===== src/design/pbf_pkg.sv =====
// Package for the bond force block: widths, register indexes, Q format constants.
// No dependencies.
`timescale 1ns / 1ps
package pbf_pkg;
  localparam int FRAC = 40;
  localparam int CFG_IDX_W = 3;
  localparam logic [2:0] REG_SPRING = 3'd0;
  localparam logic [2:0] REG_HORIZON = 3'd1;
  localparam logic [2:0] REG_BASE = 3'd2;
  localparam logic [2:0] REG_SLOPE = 3'd3;
  localparam logic [2:0] REG_LATTICE = 3'd4;
  localparam logic [63:0] ONE_Q = 64'h0000_0100_0000_0000;
  localparam logic signed [63:0] S64_MAX = 64'sh7FFF_FFFF_FFFF_FFFF;
  localparam logic signed [63:0] S64_MIN = 64'sh8000_0000_0000_0000;
  localparam int QUEUE_DEPTH = 2;

  // Classified bond handed from the front part to the back part.
  typedef struct packed {
    logic signed [63:0] force_x;
    logic signed [63:0] force_y;
    logic signed [63:0] force_z;
    logic bond_broken;
    logic alive;
    logic last;
    logic signed [63:0] lim;
  } bond_res_t;

  function automatic logic signed [63:0] to_signed(input logic [63:0] m, input logic neg);
    logic signed [63:0] r;
    if (neg) r = m[63] ? S64_MIN : -$signed(m);
    else r = m[63] ? S64_MAX : $signed(m);
    return r;
  endfunction

  function automatic logic [63:0] mag(input logic signed [63:0] x);
    return x[63] ? 64'(-x) : 64'(x);
  endfunction
endpackage


===== src/design/pbf_ram.sv =====
// Generic simple dual-port RAM (one write port, one read port) with registered read (queue storage).
// No dependencies.
`timescale 1ns / 1ps
module pbf_ram #(
  parameter int WIDTH = 8,
  parameter int DEPTH = 2
) (
  input  logic clk,
  input  logic we,
  input  logic [$clog2(DEPTH)-1:0] waddr,
  input  logic [WIDTH-1:0] wdata,
  input  logic [$clog2(DEPTH)-1:0] raddr,
  output logic [WIDTH-1:0] rdata
);
  logic [WIDTH-1:0] mem [DEPTH];
  always_ff @(posedge clk) begin
    if (we) mem[waddr] <= wdata;
    rdata <= mem[raddr];
  end
endmodule


===== src/design/pbf_back.sv =====
// Back part: bond queue, running limit and output register.
// Uses pbf_pkg, pbf_ram.
`timescale 1ns / 1ps
module pbf_back (
  input  logic clk,
  input  logic rst,
  input  logic res_valid,
  output logic res_ready,
  input  pbf_pkg::bond_res_t res,
  output logic out_valid,
  input  logic out_ready,
  output logic [263:0] out_data,
  output logic out_last
);
  localparam int AW = $clog2(pbf_pkg::QUEUE_DEPTH);
  localparam int W = $bits(pbf_pkg::bond_res_t);
  logic [AW-1:0] wp, rp;
  logic [AW:0] cnt;
  logic [W-1:0] rdata;
  pbf_pkg::bond_res_t qh;
  logic rd_pend;
  logic signed [63:0] running_limit, nl;
  logic no_live_bond_yet, push, pop;

  pbf_ram #(.WIDTH(W), .DEPTH(pbf_pkg::QUEUE_DEPTH)) u_q (
    .clk, .we(push), .waddr(wp), .wdata(res), .raddr(rp), .rdata(rdata));

  assign res_ready = (cnt < (AW + 1)'(pbf_pkg::QUEUE_DEPTH));
  assign push = res_valid && res_ready;
  assign qh = rdata;
  // one read in flight; pop when the output slot frees
  assign pop = (cnt != '0) && !rd_pend && (!out_valid || out_ready);
  assign nl = (qh.alive && (no_live_bond_yet || qh.lim > running_limit)) ? qh.lim
            : running_limit;

  always_ff @(posedge clk) begin
    if (rst) begin
      wp <= '0;
      rp <= '0;
      cnt <= '0;
      rd_pend <= 1'b0;
      out_valid <= 1'b0;
      running_limit <= pbf_pkg::S64_MAX;
      no_live_bond_yet <= 1'b1;
    end else begin
      if (push) wp <= wp + 1'b1;
      cnt <= cnt + (AW + 1)'(push) - (AW + 1)'(pop);
      if (pop) rp <= rp + 1'b1;
      rd_pend <= pop;
      if (out_valid && out_ready) out_valid <= 1'b0;
      // read data is valid the cycle after the pop
      if (rd_pend) begin
        out_valid <= 1'b1;
        out_data <= {7'd0, (qh.last ? nl : 64'sd0), qh.bond_broken,
                     qh.force_z, qh.force_y, qh.force_x};
        out_last <= qh.last;
        if (qh.last) begin
          running_limit <= pbf_pkg::S64_MAX;
          no_live_bond_yet <= 1'b1;
        end else if (qh.alive) begin
          running_limit <= nl;
          no_live_bond_yet <= 1'b0;
        end
      end
    end
  end
endmodule


===== config.mk =====
export PLATFORM = sky130hd
export DESIGN_NAME = pbf_back
export DESIGN_NICKNAME = d
export VERILOG_FILES = /design/src/design/pbf_pkg.sv /design/src/design/pbf_ram.sv /design/src/design/pbf_back.sv
export SDC_FILE = /design/constraint.sdc
export NUM_CORES = 1
export LEC_CHECK = 0
export BUFFER_PORTS_ARGS = -buffer_cell sky130_fd_sc_hd__clkbuf_2
export CAP_MARGIN = 20
export CORE_MARGIN = 1
export CORE_UTILIZATION = 59
export CTS_BUF_LIST = sky130_fd_sc_hd__clkbuf_2
export DETAILED_ROUTE_END_ITERATION = 16
export GPL_TIMING_DRIVEN = 0
export PLACE_DENSITY_LB_ADDON = 0.1
export SKIP_CTS_REPAIR_TIMING = 1
export SLEW_MARGIN = 10
export SYNTH_ARGS = -nofsm -noshare
export SYNTH_HDL_FRONTEND = slang
export SYNTH_HIERARCHICAL = 1
export SYNTH_SLANG_ARGS = --single-unit

===== constraint.sdc =====
create_clock -name clk -period 18.83 [get_ports clk]
set_input_delay 0.9415 -clock clk [delete_from_list [all_inputs] [get_ports clk]]
set_output_delay 0.9415 -clock clk [all_outputs]
set_load 0.01 [all_outputs]

==> reports/metrics.cfg, run 1 <==
[run_status]
status = finished, final reports clean

[worst_setup_path]
critical_path_required_ns = 19.90
arrival_ns = 5.26
max_stage_delay_ns = 0.46
rrSetupSlack_ns = 14.64
r2r-start = running_limit[31]
cpMostUsedCell = nand4_1
crit_path_max_fanout = 10
end_kind = flop
worst-setup-path-type = flop to flop
slowest_stage = dfxtp_1
crit_path_start_kind = flop
path_cells = inv_1, ha_1, nand4_1, nor4_1, nand4_1, a31oi_1, a2111oi_2, xnor2_2, buf_2, buf_1, o211ai_1, a21oi_1
crit_start = running_limit[31]

[die]
die_x_um = 257
die-area_um2 = 66200
fp.dieH_um = 257
ios = 530
rows = 93
core_um2 = 64500
start_util_pct = 59.6

[sta]
rsz0062_at_grt = false
relSlewSlack_pct = 33.9
worstMarginPinSlew_ns = 0.992
report.final.setup_viol = 0
final-hold-violation-count = 0
skew_ns = 0.197
fmax_ghz = 0.239
finalCritPeriodShare_pct = 22.2
layout_min_cycle_time_ns = 4.19
fin_tns_setup_ns = 0
setup_ws_ns = 14.64
slew_viol_final = 0

[routing]
viasPerCell = 5.27
firstDrtPassIters = 5
route.met3.wl_um = 7050
drt_iter0_drc = 1595
totalWireLength_um = 85300
remaining_drc_errors = 0
routed.top_layer = met5
wl_met2_um = 44600
antenna_left = 0
vias = 22400
wirelength_met1_um = 31600
wl_per_cell_um = 20.1

[global_routing]
grt_pass1_vias = 22400
antenna_found_initial = 18
globalRouteTotalUtil_pct = 24.5
grt_pass1_wl_um = 122000
grt_max_degree = 55
grt.overflow.total = 0

[power_and_ir_drop]
p_clk_share_pct = 25.6
internal_power_mw = 4.48
leakagePower_nw = 19.4
p_comb_share_pct = 22.9
p_per_area_nw_per_um2 = 132
switchingPower_mw = 1.86
switching_share_pct = 29.3
ir_drop_uv = 94.8
p_seq_share_pct = 51.5

[clock_network]
cts_sinks = 1106
numCtsBuffers = 283
cts.clk_slew.worst_paths_ns = 0.11
root_buffer = clkbuf_2
htreeDepth = 5
cts_max_path_buffers = 4
cts_tree = done
worstSkewPairLatency_ns = 1.42

[placed_design]
place_congestion = 0.860
dpl.hpwl_um = 55800
post-place-ws_ns = 14.74
dpl_cell_area_um2 = 42700
portBuffers = 522

[logic_synthesis]
synth_ff_type = edfxtp_1
ys_seq_area_share_pct = 77.8
yosys_register_bits = 1106
synth_edf_count = 776
ys_warn_count = 6
avgSynthCellArea_um2 = 18.4
synth_cell_type_count = 48
syn_area_um2 = 38400
synth_cells = 2094
postSynth.asyncResetShare_pct = 0

[layout]
syn2layout_area_growth_pct = 24.7
design_area_um2 = 47900
layout-drive-gt1-share_pct = 39.3
fin_nets = 3522
fillers = 4077

[flow_run]
maxCapViolCount = 0

[hold_path]
hp-class = primary input to flop
hp-start = res_valid

[per-stage QoR]
step	hold slack, ns	power (mW)	instances	util (%)
floorplan	0.386	4.32	2100	-
global placement	0.386	4.75	3477	65.4
detailed placement	0.389	4.71	3502	66.3
CTS	-0.504	6.32	3989	70.3
global route	0.0556	6.65	4255	74.3
finish	0.136	6.33	4256	74.3
[placed cells by master, fill, tap and decap left out, types with 2 or more instances in the layout]
cell / instances
or4_1: 2
buf_2: 12
nand4_1: 14
xnor2_1: 3
nand3_1: 3
conb_1: 7
buf_6: 32
dfxtp_1: 330
a21oi_1: 96
mux2_2: 57
buf_4: 7
nor2b_1: 3
o21ai_0: 81
nor3_1: 7
dlygate4sd3_1: 261
buf_16: 7
clkinv_2: 2
o211ai_1: 125
clkbuf_1: 61
bufinv_16: 7
clkinv_1: 25
diode_2: 6
nand2_1: 30
inv_1: 75
o2111ai_1: 61
edfxtp_1: 776
clkbuf_2: 972
o211ai_2: 2
or3_1: 4
mux2_4: 203
buf_12: 18
nor2_1: 11
ha_1: 66
buf_1: 5
inv_2: 4
nor4_1: 3
[final cells by class]
cell class	count	area, um^2	share of cell area, %
Sequential cell	1106	29900	62.4
Multi-Input combinational cell	801	7560	15.8
Timing Repair Buffer	808	5780	12.1
Clock buffer	449	2250	4.69
Tap cell	855	1070	2.23
Buffer	118	726	1.51
Clock inverter	38	329	0.687
Inverter	75	282	0.587
Antenna cell	6	15.0	0.0313
[per-layer routing]
metal  GRT usage (%)  up-vias
met4            10.2       26
met2            41.3      839
met1            26.8    10900
met5               0        -
li1                -    10400
met3            10.9      164
[registers in the layout, summed over array words and instances (netlist names)]
signal,cells
u_q/mem,518
u_q/rdata,259
out_data,257
running_limit,64
cnt,2
no_live_bond_yet,1
out_last,1
out_valid,1
rd_pend,1
rp,1
wp,1
[cells in the mapped netlist (2+ instances only)]
cell / instances / area [um^2]
edfxtp_1: 776 / 23300
dfxtp_1: 330 / 6610
mux2_4: 203 / 3050
o211ai_1: 125 / 938
a21oi_1: 96 / 480
o21ai_0: 81 / 405
inv_1: 75 / 282
ha_1: 66 / 826
clkbuf_1: 61 / 229
o2111ai_1: 61 / 534
mux2_2: 57 / 642
buf_6: 32 / 360
nand2_1: 30 / 113
nand4_1: 14 / 87.6
buf_2: 12 / 60.1
nor2_1: 12 / 45.0
buf_4: 7 / 52.6
nor3_1: 7 / 35.0
buf_1: 5 / 18.8
nor2b_1: 4 / 25.0
or3_1: 4 / 25.0
nand3_1: 3 / 15.0
nor4_1: 3 / 18.8
xnor2_1: 3 / 26.3
and2_1: 2 / 12.5
o211ai_2: 2 / 25.0
or4_1: 2 / 15.0
[path summary, 6_finish.rpt]
kind         cells past startpoint       endpoint
min reg2reg                      0   out_data[88]
max                             12  out_data[253]
max reg2reg                     12  out_data[253]
min                              5             wp
[logic make-up after synthesis]
| group | count (synthesis) | share of synthesized area (%) |
|---|---|---|
| adder cells (fa/ha/maj) | 66 | 2.15 |
| buffers and inverters | 193 | 2.62 |
| AND/OR/NAND/NOR | 87 | 1.18 |
| flip-flops | 1106 | 77.8 |
| other | 1 | 0.00976 |
| AO/OA/AOI/OAI | 376 | 6.51 |
| multiplexers | 260 | 9.60 |
| XOR/XNOR | 5 | 0.133 |
[power by group through the flow]
stage	Sequential (mW)	Combinational (mW)	Clock [mW]
after floorplan	3.38	0.934	0
after global placement	3.44	1.30	0
after detailed placement	3.31	1.40	0
after CTS	3.25	1.40	1.66
after global routing	3.29	1.56	1.79
final	3.26	1.45	1.62
[critical path, delay by kind of cell, from the launching register on]
kind / cells / cell delay (ns)
AO/OA/AOI/OAI: 4 / 0.94
XOR/XNOR: 1 / 0.46
adder cells (fa/ha/maj): 1 / 0.33
buffers and inverters: 3 / 0.92
flip-flops: 1 / 0.46
AND/OR/NAND/NOR: 3 / 0.81
Power figures use the tool's default switching activity.
==> run 2: changes to the inputs <==
- ABC_AREA: default -> 1
- CORE_UTILIZATION: 59 -> 53
- clock period: 18.83 -> 3.49 ns (I/O delays scaled with it)
==> reports/metrics.cfg, run 2 <==
[run_status]
status = finished, final reports clean

[global_routing]
use_met1_pct = 24.7
grt_pass1_vias = 23000
grt.overflow.total = 0
globalRouteTotalUtil_pct = 22.9
antenna_found_initial = 25
grt.busiest_layer = met2
grt_max_degree = 32
met2_usage_pct = 39.0
use_met3_pct = 9.78
grt_pass1_wl_um = 122000

[sta]
worstMarginPinSlew_ns = 0.795
relSlewSlack_pct = 47.0
finalCritPeriodShare_pct = 89.7
rsz0062_at_grt = false
final-hold-violation-count = 0
fmax_ghz = 0.319
timing.hold.ws_ns = 0.142
skew_ns = 0.219
report.final.setup_viol = 0
layout_min_cycle_time_ns = 3.13
fin_tns_setup_ns = 0
slew_viol_final = 0

[clock_network]
cts.clk_slew.worst_paths_ns = 0.09
numCtsBuffers = 290
cts_tree = done
htreeDepth = 5
cts_max_path_buffers = 4
worstSkewPairLatency_ns = 1.43
cts_sinks = 1106
root_buffer = clkbuf_2

[worst_setup_path]
end_kind = flop
arrival_ns = 4.09
crit_family = simple AND/OR/NAND/NOR gates
crit_path_max_fanout = 10
path_cells = inv_1, ha_1, nand2_1, nor3_2, nand3_1, nor3b_2, nand2_1, nand2_1, nand2_1, nand3_1, nand2_2, nand2_4, buf_6, buf_6, nand2_1, o21ai_1, nor2_1
crit_path_start_kind = flop
slowest_stage = dfxtp_1
max_stage_delay_ns = 0.35
path_buf_inv = 3
critical_path_required_ns = 4.45
worst-setup-path-type = flop to flop
cpMostUsedCell = nand2_1

[layout]
ff_latch_area_um2 = 29900
syn2layout_area_growth_pct = 37.9
regMostFlops = u_q/mem
multi_input_area_um2 = 6020
final_common_cell = clkbuf_2
layout-drive-gt1-share_pct = 25.3
largest_reg_flops = 518
mostFrequentLayoutCells = clkbuf_2, nand2_1, edfxtp_1
largestRegisters = u_q/mem: 518 flops, u_q/rdata: 259 flops, out_data: 257 flops
fin_nets = 4489
fillers = 4361
final_cells = 5326

[die]
start_util_pct = 53.7
die-area_um2 = 70700
fp.dieH_um = 266
die_x_um = 266
core_um2 = 68700
ios = 530
rows = 96

[logic_synthesis]
synth_cells = 2636
avgSynthCellArea_um2 = 14.0
yosys_register_bits = 1106
postSynth.asyncResetShare_pct = 0
syn_area_um2 = 36900
synth_area_leader_cell = edfxtp_1
synth_edf_count = 776
yosysMostFrequentCell = nand2_1
ys_warn_count = 6
yosysTopAreaCellShare_pct = 63.2
ys_seq_area_share_pct = 81.1
synth_cell_type_count = 30
synthTopCellsByArea = edfxtp_1, dfxtp_1, nand2_1
synth_ff_type = edfxtp_1
synth_common_cells = nand2_1, edfxtp_1, dfxtp_1

[placed_design]
dpl.hpwl_um = 56900
dp.cells = 4126
place_congestion = 0.863
portBuffers = 521

[routing]
viasPerCell = 4.86
firstDrtPassIters = 8
wl_per_cell_um = 17.9
totalWireLength_um = 95400
vias = 25900
drt_iter0_drc = 1592
remaining_drc_errors = 0
antenna_left = 0

[power_and_ir_drop]
leakagePower_nw = 22.1
ir_drop_uv = 539
p_per_area_nw_per_um2 = 718

[hold_path]
hp-class = primary input to flop

[flow_run]
maxCapViolCount = 0

run 2: changes by cell type in the layout (fill, tap and decap cells not counted), moves of 19 or more:
cell / change
nand2_1: +883
dlygate4sd3_1: +412
mux2_4: -203
o211ai_1: -124
nor2_1: +75
o21ai_1: +67
o2111ai_1: -61
mux2_2: -57
clkbuf_1: -32
buf_2: +19
run 2: logic make-up after synthesis:
group	after synthesis	synth area share, %
flip-flops	1106	81.1
AND/OR/NAND/NOR	1028	10.6
AO/OA/AOI/OAI	235	3.27
buffers and inverters	198	2.73
adder cells (fa/ha/maj)	66	2.24
XOR/XNOR	2	0.0475
other	1	0.0102
run 2: metrics by stage:
stage / area [um^2] / utilization, % / power [mW] / setup WS [ns]
after global placement: 40700 / 59.3 / 26.5 / -3.97
after detailed placement: 41400 / 60.3 / 26.9 / 0.467
final: 50900 / 74.0 / 36.5 / 0.360
after global routing: 50900 / 74.0 / 38.6 / 0.136
after floorplan: 36900 / - / 23.8 / -1.35
after CTS: 44100 / 64.2 / 35.7 / 0.361
run 2: layout make-up:
type	count	share of cell area, %
inverter	94	0.706
buffer	104	1.29
clock buffer	449	4.42
antenna	22	0.108
multi-input combinational	1338	11.8
tap	931	2.29
clock inverter	56	0.794
sequential	1106	58.8
timing repair buffer	1226	19.8
run 2: final timing paths:
check / from / to / slack, ns / cells past startpoint
hold / removal: res[233] / u_q/mem[1][233] / 0.14 / 3
setup reg to reg: running_limit[46] / out_data[196] / 0.36 / 17
setup / recovery: running_limit[46] / out_data[196] / 0.36 / 17
hold reg to reg: u_q/mem[0][53] / u_q/rdata[53] / 0.32 / 2
run 2: worst reg2reg max path: cells and delay by family (launching register included):
kind	cells	cell delay (ns)
AOI/OAI and AO/OA	1	0.12
adders and majority gates	1	0.28
buffers and inverters	3	0.45
DFF	1	0.35
and+or+nand+nor	12	1.58
run 2: per-layer routing:
metal / share of wire (%) / wire length, um
met5: 0.096 / 92
met4: 3.3 / 3140
met3: 7.3 / 6970
met2: 53 / 50700
met1: 36 / 34500
run 2: power breakdown:
part | switching [mW] | total (mW) | internal (mW)
Sequential | 1.10 | 19.0 | 17.9
Clock | 5.17 | 9.06 | 3.89
Combinational | 5.44 | 8.50 | 3.05
